$ cat src/design/ela_pkg.sv
// Shared types and constants for the echo level averager.
// Used by every module of the block; no dependencies of its own.
package ela_pkg;

    // Window length default
    localparam int SAMPLES_DEFAULT = 10;

    // Field widths
    localparam int ECHO_W = 16;
    localparam int DIST_W = 17;
    localparam int SUM_W  = 23;
    localparam int CNT_W  = 7;
    localparam int REJ_W  = 8;
    localparam int LEN_W  = 10;
    localparam int CAP_W  = 16;
    localparam int LIM_W  = 8;
    localparam int PCT_W  = 7;

    // Configuration port
    localparam int CFG_IDX_W  = 3;
    localparam int CFG_DATA_W = 16;
    localparam logic [CFG_IDX_W-1:0] CFG_TANK_HEIGHT = 3'd0;
    localparam logic [CFG_IDX_W-1:0] CFG_FULL_POINT  = 3'd1;
    localparam logic [CFG_IDX_W-1:0] CFG_CAPACITY    = 3'd2;
    localparam logic [CFG_IDX_W-1:0] CFG_WARN_LIMIT  = 3'd3;
    localparam logic [CFG_IDX_W-1:0] CFG_RESET_LIMIT = 3'd4;

    // Register reset values
    localparam logic [LEN_W-1:0] TANK_HEIGHT_RST = 10'd230;
    localparam logic [LEN_W-1:0] FULL_POINT_RST  = 10'd20;
    localparam logic [CAP_W-1:0] CAPACITY_RST    = 16'd40414;
    localparam logic [LIM_W-1:0] WARN_LIMIT_RST  = 8'd10;
    localparam logic [LIM_W-1:0] RESET_LIMIT_RST = 8'd20;

    // Reciprocal constants: x/10 for x < 2^21, x/100 for x < 2^17 and x < 2^23
    localparam int                DIV10_SHIFT   = 24;
    localparam logic [20:0]       DIV10_RCP     = 21'd1677722;
    localparam int                CM_SHIFT      = 24;
    localparam logic [17:0]       CM_RCP        = 18'd167773;
    localparam int                VOL_SHIFT     = 30;
    localparam logic [23:0]       VOL_RCP       = 24'd10737419;

    // Scale between cm and hundredths, and percent
    localparam logic [6:0]        HUNDRED       = 7'd100;

    // Front to back queue
    localparam int QUEUE_DEPTH = 2;

    typedef struct packed {
        logic [LEN_W-1:0] tank_height;
        logic [LEN_W-1:0] full_point;
        logic [CAP_W-1:0] capacity;
        logic [LIM_W-1:0] warn_limit;
        logic [LIM_W-1:0] reset_limit;
    } cfg_t;

    // One classified reading handed from front to back
    typedef struct packed {
        logic [DIST_W-1:0] distance;
        logic              sample_valid;
        logic              window_done;
        logic [SUM_W-1:0]  sum;
        logic              warn;
        logic              reset_req;
    } entry_t;

    // One finished result
    typedef struct packed {
        logic [DIST_W-1:0] distance;
        logic              sample_valid;
        logic              window_done;
        logic [DIST_W-1:0] average;
        logic [PCT_W-1:0]  percent;
        logic [CAP_W-1:0]  volume;
        logic              warn;
        logic              reset_req;
    } result_t;

endpackage

$ cat src/design/ela_queue.sv
// Short register queue between the front and back parts.
// Depends on ela_pkg for the entry type and depth.
module ela_queue (
    input  logic            clk,
    input  logic            rst_n,
    input  logic            push,
    input  ela_pkg::entry_t push_data,
    output logic            full,
    input  logic            pop,
    output ela_pkg::entry_t pop_data,
    output logic            empty
);

    localparam int DEPTH = ela_pkg::QUEUE_DEPTH;
    localparam int PTR_W = (DEPTH > 1) ? $clog2(DEPTH) : 1;
    localparam int CNT_W = $clog2(DEPTH + 1);

    ela_pkg::entry_t    slot_reg [DEPTH];
    logic [PTR_W-1:0]   wr_ptr_reg;
    logic [PTR_W-1:0]   rd_ptr_reg;
    logic [CNT_W-1:0]   count_reg;
    logic               do_push;
    logic               do_pop;

    assign full     = (count_reg == CNT_W'(DEPTH));
    assign empty    = (count_reg == '0);
    assign do_push  = push && !full;
    assign do_pop   = pop && !empty;
    assign pop_data = slot_reg[rd_ptr_reg];

    // pointers and fill count
    always_ff @(posedge clk or negedge rst_n)
    begin
        if (!rst_n)
        begin
            wr_ptr_reg <= '0;
            rd_ptr_reg <= '0;
            count_reg  <= '0;
        end
        else
        begin
            if (do_push)
            begin
                wr_ptr_reg <= (wr_ptr_reg == PTR_W'(DEPTH - 1)) ? '0 : wr_ptr_reg + 1'b1;
            end
            if (do_pop)
            begin
                rd_ptr_reg <= (rd_ptr_reg == PTR_W'(DEPTH - 1)) ? '0 : rd_ptr_reg + 1'b1;
            end
            if (do_push && !do_pop)
            begin
                count_reg <= count_reg + 1'b1;
            end
            else if (do_pop && !do_push)
            begin
                count_reg <= count_reg - 1'b1;
            end
        end
    end

    // storage
    always_ff @(posedge clk)
    begin
        if (do_push)
        begin
            slot_reg[wr_ptr_reg] <= push_data;
        end
    end

endmodule

$ cat src/design/ela_front.sv
// Front part: converts echo time to distance, gates it against the tank
// limits and keeps the window sum, valid count and reject count. Uses ela_pkg.
module ela_front #(
    parameter int SAMPLES_PER_WINDOW = ela_pkg::SAMPLES_DEFAULT
) (
    input  logic                        clk,
    input  logic                        rst_n,
    input  ela_pkg::cfg_t               cfg,
    input  logic                        push,
    input  logic [ela_pkg::ECHO_W-1:0]  echo_time_us,
    output logic                        full,
    output logic                        q_push,
    output ela_pkg::entry_t             q_data,
    input  logic                        q_full
);

    localparam int DW = ela_pkg::DIST_W;
    localparam int SW = ela_pkg::SUM_W;
    localparam int CW = ela_pkg::CNT_W;
    localparam int RW = ela_pkg::REJ_W;

    logic           s1_valid_reg;
    logic [DW-1:0]  dist_reg;
    logic [SW-1:0]  sum_reg;
    logic [SW-1:0]  sum_next;
    logic [CW-1:0]  cnt_reg;
    logic [CW-1:0]  cnt_next;
    logic [RW-1:0]  rej_reg;
    logic [RW-1:0]  rej_next;

    logic [20:0]    echo_x17;
    logic [41:0]    dist_prod;
    logic [DW-1:0]  dist_calc;
    logic [DW-1:0]  height_centi;
    logic [DW-1:0]  full_centi;
    logic           reject;
    logic [RW-1:0]  rej_inc;
    logic [CW-1:0]  cnt_inc;
    logic [SW-1:0]  sum_add;
    logic           win_done;
    logic           warn;
    logic           rst_req;

    assign full = s1_valid_reg;

    // distance = echo*17/10, the divide by ten through a reciprocal
    assign echo_x17  = {1'b0, echo_time_us, 4'b0000} + {5'b00000, echo_time_us};
    assign dist_prod = 42'(echo_x17) * 42'(ela_pkg::DIV10_RCP);
    assign dist_calc = dist_prod[ela_pkg::DIV10_SHIFT +: DW];

    // tank limits in hundredths of a cm
    assign height_centi = DW'(cfg.tank_height) * DW'(ela_pkg::HUNDRED);
    assign full_centi   = DW'(cfg.full_point) * DW'(ela_pkg::HUNDRED);
    assign reject       = (dist_reg > height_centi) || (dist_reg < full_centi);

    assign rej_inc  = (rej_reg == '1) ? rej_reg : rej_reg + 1'b1;
    assign cnt_inc  = cnt_reg + 1'b1;
    assign sum_add  = sum_reg + SW'(dist_reg);
    assign win_done = !reject && (cnt_inc >= CW'(SAMPLES_PER_WINDOW));
    assign warn     = reject && (rej_inc > cfg.warn_limit);
    assign rst_req  = reject && (rej_inc > cfg.reset_limit);

    assign q_push = s1_valid_reg && !q_full;

    // classified entry
    always_comb
    begin
        q_data.distance     = dist_reg;
        q_data.sample_valid = !reject;
        q_data.window_done  = win_done;
        q_data.sum          = sum_add;
        q_data.warn         = warn;
        q_data.reset_req    = rst_req;
    end

    // window and error state update
    always_comb
    begin
        sum_next = sum_reg;
        cnt_next = cnt_reg;
        rej_next = rej_reg;
        if (q_push)
        begin
            if (reject)
            begin
                if (rst_req)
                begin
                    sum_next = '0;
                    cnt_next = '0;
                    rej_next = '0;
                end
                else
                begin
                    rej_next = rej_inc;
                end
            end
            else
            begin
                rej_next = '0;
                if (win_done)
                begin
                    sum_next = '0;
                    cnt_next = '0;
                end
                else
                begin
                    sum_next = sum_add;
                    cnt_next = cnt_inc;
                end
            end
        end
    end

    // control and state registers
    always_ff @(posedge clk or negedge rst_n)
    begin
        if (!rst_n)
        begin
            s1_valid_reg <= 1'b0;
            sum_reg      <= '0;
            cnt_reg      <= '0;
            rej_reg      <= '0;
        end
        else
        begin
            if (push && !full)
            begin
                s1_valid_reg <= 1'b1;
            end
            else if (q_push)
            begin
                s1_valid_reg <= 1'b0;
            end
            sum_reg <= sum_next;
            cnt_reg <= cnt_next;
            rej_reg <= rej_next;
        end
    end

    // distance register
    always_ff @(posedge clk)
    begin
        if (push && !full)
        begin
            dist_reg <= dist_calc;
        end
    end

endmodule

$ cat src/design/ela_div.sv
// Restoring serial divider, one quotient bit per cycle.
// Used by the back part for the percent full; uses ela_pkg widths.
module ela_div (
    input  logic                        clk,
    input  logic                        rst_n,
    input  logic                        start,
    input  logic [ela_pkg::DIST_W-1:0]  dividend,
    input  logic [ela_pkg::LEN_W-1:0]   divisor,
    output logic                        busy,
    output logic                        done,
    output logic [ela_pkg::DIST_W-1:0]  quotient
);

    localparam int QW  = ela_pkg::DIST_W;
    localparam int DVW = ela_pkg::LEN_W;
    localparam int IW  = $clog2(QW + 1);

    logic [IW-1:0]  iter_reg;
    logic           busy_reg;
    logic           done_reg;
    logic [QW-1:0]  quo_reg;
    logic [DVW-1:0] rem_reg;
    logic [DVW-1:0] den_reg;
    logic [DVW:0]   trial;
    logic           fits;

    assign busy     = busy_reg;
    assign done     = done_reg;
    assign quotient = quo_reg;

    // shift in the next dividend bit and try to subtract
    assign trial = {rem_reg, quo_reg[QW-1]};
    assign fits  = (trial >= {1'b0, den_reg});

    always_ff @(posedge clk or negedge rst_n)
    begin
        if (!rst_n)
        begin
            iter_reg <= '0;
            busy_reg <= 1'b0;
            done_reg <= 1'b0;
        end
        else
        begin
            done_reg <= 1'b0;
            if (start && !busy_reg)
            begin
                busy_reg <= 1'b1;
                iter_reg <= IW'(QW);
            end
            else if (busy_reg)
            begin
                iter_reg <= iter_reg - 1'b1;
                if (iter_reg == IW'(1))
                begin
                    busy_reg <= 1'b0;
                    done_reg <= 1'b1;
                end
            end
        end
    end

    // datapath
    always_ff @(posedge clk)
    begin
        if (start && !busy_reg)
        begin
            quo_reg <= dividend;
            rem_reg <= '0;
            den_reg <= divisor;
        end
        else if (busy_reg)
        begin
            quo_reg <= {quo_reg[QW-2:0], fits};
            rem_reg <= fits ? DVW'(trial - {1'b0, den_reg}) : trial[DVW-1:0];
        end
    end

endmodule

$ cat src/design/ela_back.sv
// Back part: for a closed window works out average, percent full and volume
// with a small sequencer, and for every item holds the result for the reader.
// Uses ela_pkg and the serial divider ela_div.
module ela_back #(
    parameter int SAMPLES_PER_WINDOW = ela_pkg::SAMPLES_DEFAULT
) (
    input  logic             clk,
    input  logic             rst_n,
    input  ela_pkg::cfg_t    cfg,
    input  ela_pkg::entry_t  q_data,
    input  logic             q_empty,
    output logic             q_pop,
    output ela_pkg::result_t result,
    output logic             empty,
    input  logic             pop
);

    localparam int DW = ela_pkg::DIST_W;
    localparam int SW = ela_pkg::SUM_W;
    localparam int LW = ela_pkg::LEN_W;
    localparam int PW = ela_pkg::PCT_W;
    localparam int CAPW = ela_pkg::CAP_W;

    // average through a reciprocal of the window length
    localparam int AVG_SHIFT = 29;
    localparam int AVG_RCP_W = AVG_SHIFT + 1;
    localparam logic [AVG_RCP_W-1:0] AVG_RCP =
        AVG_RCP_W'(((2 ** AVG_SHIFT) + SAMPLES_PER_WINDOW - 1) / SAMPLES_PER_WINDOW);
    localparam int AVG_PROD_W = SW + AVG_RCP_W;
    localparam int CM_PROD_W  = DW + 18;
    localparam int VOL_PROD_W = CAPW + PW;
    localparam int VOL_RCP_W  = VOL_PROD_W + 24;

    localparam logic [3:0] ST_IDLE     = 4'd0;
    localparam logic [3:0] ST_AVG_MUL  = 4'd1;
    localparam logic [3:0] ST_AVG      = 4'd2;
    localparam logic [3:0] ST_CM       = 4'd3;
    localparam logic [3:0] ST_DIV_GO   = 4'd4;
    localparam logic [3:0] ST_DIV_WAIT = 4'd5;
    localparam logic [3:0] ST_VOL_MUL  = 4'd6;
    localparam logic [3:0] ST_VOL_RCP  = 4'd7;
    localparam logic [3:0] ST_OUT      = 4'd8;

    logic [3:0]             state_reg;
    logic [3:0]             state_next;
    ela_pkg::entry_t        cur_reg;
    logic [AVG_PROD_W-1:0]  avg_prod_reg;
    logic [SW-1:0]          avg_reg;
    logic [CM_PROD_W-1:0]   cm_prod_reg;
    logic                   ok_reg;
    logic [PW-1:0]          pct_reg;
    logic [VOL_PROD_W-1:0]  vol_prod_reg;
    logic [VOL_RCP_W-1:0]   vol_rcp_reg;
    logic                   res_valid_reg;
    ela_pkg::result_t       res_reg;

    logic [SW-1:0]          height_centi;
    logic [SW-1:0]          full_centi;
    logic [LW-1:0]          avg_cm;
    logic [DW-1:0]          div_num;
    logic [LW-1:0]          div_den;
    logic                   div_start;
    logic                   div_busy;
    logic                   div_done;
    logic [DW-1:0]          div_quo;
    logic                   res_load;

    assign height_centi = SW'(cfg.tank_height) * SW'(ela_pkg::HUNDRED);
    assign full_centi   = SW'(cfg.full_point) * SW'(ela_pkg::HUNDRED);
    assign avg_cm       = cm_prod_reg[ela_pkg::CM_SHIFT +: LW];
    assign div_num      = DW'(cfg.tank_height - avg_cm) * DW'(ela_pkg::HUNDRED);
    assign div_den      = cfg.tank_height - cfg.full_point;

    assign q_pop     = (state_reg == ST_IDLE) && !q_empty;
    assign div_start = (state_reg == ST_DIV_GO) && ok_reg;
    assign res_load  = (state_reg == ST_OUT) && (!res_valid_reg || pop);

    assign empty  = !res_valid_reg;
    assign result = res_reg;

    ela_div u_div (
        .clk      (clk),
        .rst_n    (rst_n),
        .start    (div_start),
        .dividend (div_num),
        .divisor  (div_den),
        .busy     (div_busy),
        .done     (div_done),
        .quotient (div_quo)
    );

    // sequencer
    always_comb
    begin
        state_next = state_reg;
        unique case (state_reg)
            ST_IDLE:
            begin
                if (!q_empty)
                begin
                    state_next = q_data.window_done ? ST_AVG_MUL : ST_OUT;
                end
            end
            ST_AVG_MUL:  state_next = ST_AVG;
            ST_AVG:      state_next = ST_CM;
            ST_CM:       state_next = ST_DIV_GO;
            ST_DIV_GO:   state_next = ok_reg ? ST_DIV_WAIT : ST_VOL_MUL;
            ST_DIV_WAIT:
            begin
                if (div_done)
                begin
                    state_next = ST_VOL_MUL;
                end
            end
            ST_VOL_MUL:  state_next = ST_VOL_RCP;
            ST_VOL_RCP:  state_next = ST_OUT;
            ST_OUT:
            begin
                if (res_load)
                begin
                    state_next = ST_IDLE;
                end
            end
            default:     state_next = ST_IDLE;
        endcase
    end

    // control registers
    always_ff @(posedge clk or negedge rst_n)
    begin
        if (!rst_n)
        begin
            state_reg     <= ST_IDLE;
            res_valid_reg <= 1'b0;
        end
        else
        begin
            state_reg <= state_next;
            if (res_load)
            begin
                res_valid_reg <= 1'b1;
            end
            else if (pop)
            begin
                res_valid_reg <= 1'b0;
            end
        end
    end

    // datapath
    always_ff @(posedge clk)
    begin
        if (q_pop)
        begin
            cur_reg     <= q_data;
            avg_reg     <= '0;
            pct_reg     <= '0;
            vol_rcp_reg <= '0;
        end
        if (state_reg == ST_AVG_MUL)
        begin
            avg_prod_reg <= AVG_PROD_W'(cur_reg.sum) * AVG_PROD_W'(AVG_RCP);
        end
        if (state_reg == ST_AVG)
        begin
            avg_reg <= avg_prod_reg[AVG_SHIFT +: SW];
        end
        // in-limits check and average in whole cm
        if (state_reg == ST_CM)
        begin
            cm_prod_reg <= CM_PROD_W'(avg_reg[DW-1:0]) * CM_PROD_W'(ela_pkg::CM_RCP);
            ok_reg      <= (cfg.tank_height > cfg.full_point) &&
                           (avg_reg >= full_centi) && (avg_reg <= height_centi);
        end
        if ((state_reg == ST_DIV_WAIT) && div_done)
        begin
            pct_reg <= div_quo[PW-1:0];
        end
        if (state_reg == ST_VOL_MUL)
        begin
            vol_prod_reg <= VOL_PROD_W'(cfg.capacity) * VOL_PROD_W'(pct_reg);
        end
        if (state_reg == ST_VOL_RCP)
        begin
            vol_rcp_reg <= VOL_RCP_W'(vol_prod_reg) * VOL_RCP_W'(ela_pkg::VOL_RCP);
        end
        // result register
        if (res_load)
        begin
            res_reg.distance     <= cur_reg.distance;
            res_reg.sample_valid <= cur_reg.sample_valid;
            res_reg.window_done  <= cur_reg.window_done;
            res_reg.average      <= avg_reg[DW-1:0];
            res_reg.percent      <= pct_reg;
            res_reg.volume       <= vol_rcp_reg[ela_pkg::VOL_SHIFT +: CAPW];
            res_reg.warn         <= cur_reg.warn;
            res_reg.reset_req    <= cur_reg.reset_req;
        end
    end

    // divider only starts for a sane tank and never while it is busy
    assert property (@(posedge clk) disable iff (!rst_n)
        div_start |-> (cfg.tank_height > cfg.full_point) && !div_busy)
        else $error("divider started out of limits or while busy");

    // a divider finish only lands while the sequencer waits for it
    assert property (@(posedge clk) disable iff (!rst_n)
        div_done |-> (state_reg == ST_DIV_WAIT))
        else $error("divider finished outside its wait state");

    // an item that closes no window leaves the window figures at zero
    assert property (@(posedge clk) disable iff (!rst_n)
        (state_reg == ST_OUT) && !cur_reg.window_done |-> (avg_reg == '0) && (pct_reg == '0))
        else $error("window figures set for an open window");

    // percent full never exceeds a full tank
    assert property (@(posedge clk) disable iff (!rst_n)
        (state_reg == ST_OUT) |-> (pct_reg <= PW'(ela_pkg::HUNDRED)))
        else $error("percent full above one hundred");

endmodule

$ cat src/design/echo_level_averager.sv
// Echo level averager top level: configuration registers, front part,
// queue and back part. Depends on ela_pkg, ela_front, ela_queue, ela_back.
//
// Ultrasonic tank level averager. Push one echo time (microseconds) per
// reading; pop one result per reading. The front part takes a new reading
// only once the last one has gone into the queue: it registers the distance,
// then gates it and updates the window. A reading that does not close a
// window passes the back part through its idle and output states into the
// result register; a reading that closes a window also passes the average,
// cm, 17-step serial divider for percent full (skipped when out of limits)
// and volume multiply steps. A two-entry queue lets the front keep
// accepting while the back works and the result register holds an unread
// result. Write the configuration registers only while the block is idle;
// register values are used as written.
module echo_level_averager #(
    parameter int SAMPLES_PER_WINDOW = ela_pkg::SAMPLES_DEFAULT
) (
    input  logic                            clk,
    input  logic                            rst_n,
    // configuration
    input  logic                            cfg_write,
    input  logic [ela_pkg::CFG_IDX_W-1:0]   cfg_index,
    input  logic [ela_pkg::CFG_DATA_W-1:0]  cfg_data,
    // readings
    input  logic                            push,
    output logic                            full,
    input  logic [ela_pkg::ECHO_W-1:0]      echo_time_us,
    // results
    output logic                            empty,
    input  logic                            pop,
    output logic [ela_pkg::DIST_W-1:0]      distance_centi,
    output logic                            sample_valid,
    output logic                            window_done,
    output logic [ela_pkg::DIST_W-1:0]      average_centi,
    output logic [ela_pkg::PCT_W-1:0]       percent_full,
    output logic [ela_pkg::CAP_W-1:0]       volume,
    output logic                            error_warning,
    output logic                            reset_request
);

    ela_pkg::cfg_t      cfg_reg;
    logic               q_push;
    ela_pkg::entry_t    q_wdata;
    logic               q_full;
    logic               q_pop;
    ela_pkg::entry_t    q_rdata;
    logic               q_empty;
    ela_pkg::result_t   result;

    // configuration registers
    always_ff @(posedge clk or negedge rst_n)
    begin
        if (!rst_n)
        begin
            cfg_reg.tank_height <= ela_pkg::TANK_HEIGHT_RST;
            cfg_reg.full_point  <= ela_pkg::FULL_POINT_RST;
            cfg_reg.capacity    <= ela_pkg::CAPACITY_RST;
            cfg_reg.warn_limit  <= ela_pkg::WARN_LIMIT_RST;
            cfg_reg.reset_limit <= ela_pkg::RESET_LIMIT_RST;
        end
        else if (cfg_write)
        begin
            unique case (cfg_index)
                ela_pkg::CFG_TANK_HEIGHT: cfg_reg.tank_height <= cfg_data[ela_pkg::LEN_W-1:0];
                ela_pkg::CFG_FULL_POINT:  cfg_reg.full_point  <= cfg_data[ela_pkg::LEN_W-1:0];
                ela_pkg::CFG_CAPACITY:    cfg_reg.capacity    <= cfg_data[ela_pkg::CAP_W-1:0];
                ela_pkg::CFG_WARN_LIMIT:  cfg_reg.warn_limit  <= cfg_data[ela_pkg::LIM_W-1:0];
                ela_pkg::CFG_RESET_LIMIT: cfg_reg.reset_limit <= cfg_data[ela_pkg::LIM_W-1:0];
                default:                  cfg_reg <= cfg_reg;
            endcase
        end
    end

    ela_front #(
        .SAMPLES_PER_WINDOW (SAMPLES_PER_WINDOW)
    ) u_front (
        .clk          (clk),
        .rst_n        (rst_n),
        .cfg          (cfg_reg),
        .push         (push),
        .echo_time_us (echo_time_us),
        .full         (full),
        .q_push       (q_push),
        .q_data       (q_wdata),
        .q_full       (q_full)
    );

    ela_queue u_queue (
        .clk       (clk),
        .rst_n     (rst_n),
        .push      (q_push),
        .push_data (q_wdata),
        .full      (q_full),
        .pop       (q_pop),
        .pop_data  (q_rdata),
        .empty     (q_empty)
    );

    ela_back #(
        .SAMPLES_PER_WINDOW (SAMPLES_PER_WINDOW)
    ) u_back (
        .clk     (clk),
        .rst_n   (rst_n),
        .cfg     (cfg_reg),
        .q_data  (q_rdata),
        .q_empty (q_empty),
        .q_pop   (q_pop),
        .result  (result),
        .empty   (empty),
        .pop     (pop)
    );

    // result ports
    assign distance_centi = result.distance;
    assign sample_valid   = result.sample_valid;
    assign window_done    = result.window_done;
    assign average_centi  = result.average;
    assign percent_full   = result.percent;
    assign volume         = result.volume;
    assign error_warning  = result.warn;
    assign reset_request  = result.reset_req;

endmodule
$ cat config.mk
export PLATFORM = sky130hd
export DESIGN_NAME = echo_level_averager
export DESIGN_NICKNAME = d
export VERILOG_FILES = /design/src/design/ela_pkg.sv /design/src/design/ela_queue.sv /design/src/design/ela_front.sv /design/src/design/ela_div.sv /design/src/design/ela_back.sv /design/src/design/echo_level_averager.sv
export SDC_FILE = /design/constraint.sdc
export NUM_CORES = 2
export LEC_CHECK = 0
export BUFFER_PORTS_ARGS = -buffer_cell sky130_fd_sc_hd__buf_2
export CAP_MARGIN = 15
export CORE_UTILIZATION = 60
export CTS_CLUSTER_DIAMETER = 100
export DETAILED_ROUTE_END_ITERATION = 10
export GPL_ROUTABILITY_DRIVEN = 0
export PLACE_DENSITY = 0.77
export SYNTH_ARGS = -nofsm -noshare
export SYNTH_HDL_FRONTEND = slang
export SYNTH_HIERARCHICAL = 1
export SYNTH_SLANG_ARGS = --single-unit
export TNS_END_PERCENT = 30
$ cat constraint.sdc
create_clock -name clk -period 7.74 [get_ports clk]
set_input_delay 1.548 -clock clk [delete_from_list [all_inputs] [get_ports clk]]
set_output_delay 1.548 -clock clk [all_outputs]
set_load 0.005 [all_outputs]
# Yosys cells after proc, flatten, opt, wreduce, memory -nomap -nowiden
# Memory sizes are Yosys's and may differ from the RTL's.
# Index checks and enable logic that the tools add are counted.
[op_classes]
addsub = 12
n_mul = 10
magnitude_cmp = 9
eq_ne = 19
n_mux = 42
reduce_logical = 43
[op_table]
columns = ["operator", "count"]
rows = [
  ["46-bit two-way mux", 2],
  ["23-bit two-way mux", 3],
  ["10-bit by 5-bit multiplier with 15-bit output, second input constant", 4],
  ["23-bit by 24-bit multiplier with 47-bit output, second input constant", 1],
  ["23-bit by 24-bit multiplier with 46-bit output, second input constant", 1],
  ["21-bit by 20-bit multiplier with 40-bit output, second input constant", 1],
  ["20-bit two-way mux", 2],
  ["4-bit case mux with 9 select lines", 1],
  ["7-bit two-way mux", 5],
  ["17-bit by 18-bit multiplier with 34-bit output, second input constant", 1],
  ["17-bit two-way mux", 2],
  ["8-bit two-way mux", 3],
  ["23-bit by 17-bit adder with 23-bit output", 1],
  ["16-bit by 7-bit multiplier with 23-bit output", 1],
  ["20-bit by 16-bit adder with 21-bit output", 1],
  ["20-bit by 17-bit greater-or-equal comparator with 1-bit output", 1],
  ["20-bit by 17-bit less-or-equal comparator with 1-bit output", 1],
  ["10-bit subtractor", 2],
  ["17-bit > comparator", 1],
  ["17-bit less-than comparator", 1],
  ["17-bit by 5-bit multiplier with 15-bit output, second input constant", 1],
  ["4-bit by 3-bit == test with 1-bit output, second input constant", 4],
  ["8-bit > comparator", 2],
  ["1-bit logical AND", 16],
  ["other kinds (34)", 77],
]
[word_totals]
reg_bits = 444
mem_bits_rw = 88
out_inout_bits = 63
elab_cells = 179
n_memories = 1
[mem_list]
columns = ["name", "depth", "width", "rd", "rd_clocked_by_memory_dff", "write_ports", "line_no", "source"]
rows = [
  ["u_queue.slot_reg", 2, 44, 1, 0, 1, "ela_queue.sv:18", "ela_pkg::entry_t slot_reg [DEPTH];"],
]

# Longest topological paths before layout
[depth]
ltp_word = 8
ltp_mapped = 32

# By module
# Netlist, hierarchy kept.
[modules_own_cells]
columns = ["mod", "n_inst", "cells_per_inst", "area_per_inst_um2", "seq_area_each_um2"]
rows = [
  ["ela_back", 1, 3308, 35183.7, 6190.9],
  ["ela_front", 1, 1448, 13765.7, 1486.4],
  ["ela_queue", 1, 156, 3572.2, 2742.6],
  ["ela_div", 1, 195, 2254.7, 1186.1],
  ["echo_level_averager", 1, 114, 2062.0, 1328.8],
]

# Worst setup path after synthesis
# No wires, ideal clock.
[synth_timing]
path_kind = "input to register"
startpoint = "input port echo_time_us[0] (netlist name)"
endpoint = "register u_front.dist_reg[16], data pin"
t_arrival_ns = 8.645
slack_ns = -1.165
cell_stages = 31
n_path_buf = 0
path_cell_list = "ha_1 -> inv_1 -> fa_1 -> inv_1 -> a21oi_1 -> o21bai_1 -> a21o_1 -> a31o_2 -> a41o_1 -> o41a_1 -> xnor2_1 -> inv_1 -> ha_1 -> fa_1 -> ha_1 -> inv_1 -> fa_1 -> inv_1 -> fa_1 -> fa_1 -> fa_1 -> ha_1 -> a21o_1 -> a311oi_1 -> a21o_1 -> o311ai_1 -> a31oi_2 -> nor2_1 -> a2111oi_0 -> nor3_1 -> xnor2_1"
[synth_between]
elab_chain_len = 2
[synth_lines]
columns = ["element", "line_no", "source"]
rows = [
  ["from (decl)", "echo_level_averager.sv:27", "input logic [ela_pkg::ECHO_W-1:0] echo_time_us,"],
  ["20-bit by 16-bit adder with 21-bit output", "ela_front.sv:47", "assign echo_x17 = {1'b0, echo_time_us, 4'b0000} + {5'b00000, echo_time_us};"],
  ["21-bit by 20-bit multiplier with 40-bit output", "ela_front.sv:48", "assign dist_prod = 42'(echo_x17) * 42'(ela_pkg::DIV10_RCP);"],
  ["via u_front.dist_prod[40]", "ela_front.sv:32", "logic [41:0] dist_prod;"],
  ["to (signal assigned)", "ela_front.sv:145", "dist_reg <= dist_calc;"],
  ["to (decl)", "ela_front.sv:23", "logic [DW-1:0] dist_reg;"],
]
# The timed path passes the listed nets, and every way through them passes these cells.
# A chain may end at the register's enable or synchronous reset.

# Worst setup path in the final report
[layout_timing]
startpoint = "input port echo_time_us[1] (netlist name)"
endpoint = "register u_front.dist_reg[16], data pin"
# The elaborated chain is that of the path after synthesis.

==> flow_summary.ini <==
[global_route]
track_usage = 0.2718
grt_first_pass_wirelength_mm = 204.5
grt_max_degree = 61
grt_pass1_vias = 40180
gr-total-overflow = 0
grt_antenna_before_repair = 5

[finish]
final_cell_mix = inv_1 (1314), ha_1 (1111), fa_1 (696), edfxtp_1 (334), buf_4 (212)
largest_register_ffs = 88
fin_nets = 7410
drive_gt1_frac = 0.1168
layout_commonest_cell = inv_1
nFillCells = 6981
areaGrowthSynthToFinish_pct = 9.902

[synth]
synthCells = 5221
synth_top_area_frac = 0.2472
ys_ff_latch = 451
synthAdderAreaFrac = 0.4931
yosys.area_share.simple = 0.06162
synth_top_flop_cell = edfxtp_1
ys_async_sr_fraction = 0.2373
synth_compound_area_frac = 0.06771
synth_xor_area_frac = 0.03082
ys_seq_area_frac = 0.2276
syn_avg_cell_area_um2 = 10.89
ys_types = 101
mappedNetlistArea_um2 = 56840
synth_edf_count = 334
ys_warn_count = 6
muxShareOfSynthArea = 0.02686
synthTopCellsByArea = ha_1 (25%), fa_1 (25%), edfxtp_1 (18%)
synth_top_cell_by_area = ha_1
synth_top_family_by_area = adder cells

[critical_path]
critPathArrivalTime_ns = 8.80
timing.critical_path.mode_cell = fa_1
endpoint_kind = register
critPathMaxStageDelay_ns = 0.59
critPathKind = primary input to register
critPathMaxFanout = 4
required_ns = 8.09
crit_path_top_delay_cell = fa_1
cp-start-kind = primary input

[worst_hold_path]
timing.hold.worst.class = register to register

[clocking]
clk_path_buf_depth = 3
cts.sinks = 451
cts_tree = done
cts_root_buf = clkbuf_16
h-tree-depth = 2
clkLatencyLatePin_ns = 0.61
clk_pin_slew_ns = 0.06
cts_made_buffers = 48

[timing]
period_minus_slack_ns = 8.451
setup_viol = 15
worst_slew_pin_slew_ns = 1.117
finalCritPeriodShare = 1.092
slew-limit-headroom = 0.2512
fin_skew_ns = 0.02280
fin_tns_setup_ns = -6.830
hold_violations = 0
layout_setup_ws_ns = -0.7109
rsz0062_at_grt = yes
maxSlewViolCount = 0
clock.fmax_mhz = 118.3

[place]
post-place-ws_ns = -1.499
portBuffers = 102
post-dp-hpwl_mm = 105.2

[floorplan]
dieHeight_um = 309.8
die_area_um2 = 95970
die_w_um = 309.8
placementRows = 112
initial_core_util = 0.6072
coreArea_um2 = 93610
io_pins = 103

[detailed_routing]
avgViaCountPerCell = 5.499
via_count = 37630
drc = 0
wl_mm = 126.2
routedWlPerCell_um = 18.43
ant_nets = 0
drt_pre_antenna_iters = 7
first_iter_violations = 2263

[job]
drv_cap = 0

[run_status]
status = finished with violations
violations = setup timing
[layer usage]
layer	routed length, um	up-vias	track usage
li1	-	17700	-
met1	53230	18630	0.3578
met2	61900	1039	0.4687
met3	6825	252	0.03279
met4	4144	8	0.08569
met5	50	-	0
[final cells by class]
cell class | instances | area (um^2) | area share
Antenna cell | 1 | 2.502 | 0.00004006
Inverter | 1322 | 4962 | 0.07944
Sequential cell | 451 | 12940 | 0.2071
Timing Repair Buffer | 319 | 2206 | 0.03531
Clock buffer | 58 | 1269 | 0.02031
Clock inverter | 32 | 409.1 | 0.006550
Tap cell | 1254 | 1569 | 0.02512
Multi-Input combinational cell | 3407 | 39110 | 0.6261
[critical path, delay by kind of cell]
kind / cells / cell delay (ns)
simple gates: 3 / 0.21
buf+inv: 6 / 0.69
fa+ha+maj: 9 / 3.29
compound gates: 13 / 2.73
xor+xnor: 2 / 0.28
[logic make-up (layout without fill, tap and decap cells)]
kind of cell	after synthesis	after routing
DFF	451	451
AOI/OAI and AO/OA	575	575
and+or+nand+nor	690	690
buffers and inverters	1364	1731
other	1	3
adders and majority gates	1821	1821
xor gates and xnor gates	200	200
muxes	119	119
[synthesized netlist by cell type, drive strengths merged (81+ instances only)]
cell type,number
a21oi,165
mux2,115
and2,81
ha,1123
nand2,187
inv,1322
o21ai,123
a21o,87
edfxtp,334
fa,698
nor2,136
dfrtp,85
xnor2,141
[stage by stage]
step,cells,cell area (um^2),hold slack (ns),utilization
CTS,6836,62290,0.4197,0.6655
finish,6844,62470,0.4174,0.6673
global route,6843,62460,0.4288,0.6673
detailed placement,6738,60340,0.4045,0.6446
global placement,6738,60340,0.4010,0.6446
floorplan,5222,56970,0.4003,-
[repair_timing]
item	in CTS	in global routing
resized for setup	37	17
endpoints found under the setup margin	17	19
setup buffers	8	4
pin swaps	34	13
hold buffers	0	0
gates cloned	0	0
[worst paths after layout]
kind / slack, ns / end / start / cells after the start
max in group asynchronous: 5.43 / u_queue/rd_ptr_reg / rst_n / 2
min: 0.42 / u_back/result[9] / u_back/vol_rcp_reg[37] / 0
max reg2reg: 0.36 / u_back/vol_rcp_reg[42] / u_back/vol_prod_reg[8] / 22
max: -0.71 / u_front/dist_reg[16] / echo_time_us[1] / 33
min in group asynchronous: 0.98 / cfg_reg[30] / rst_n / 1
min reg2reg: 0.42 / u_back/result[9] / u_back/vol_rcp_reg[37] / 0
Power is left out: the tool's default activity adds up to more than one toggle a clock period on the data nets, which glitch-free logic cannot reach.
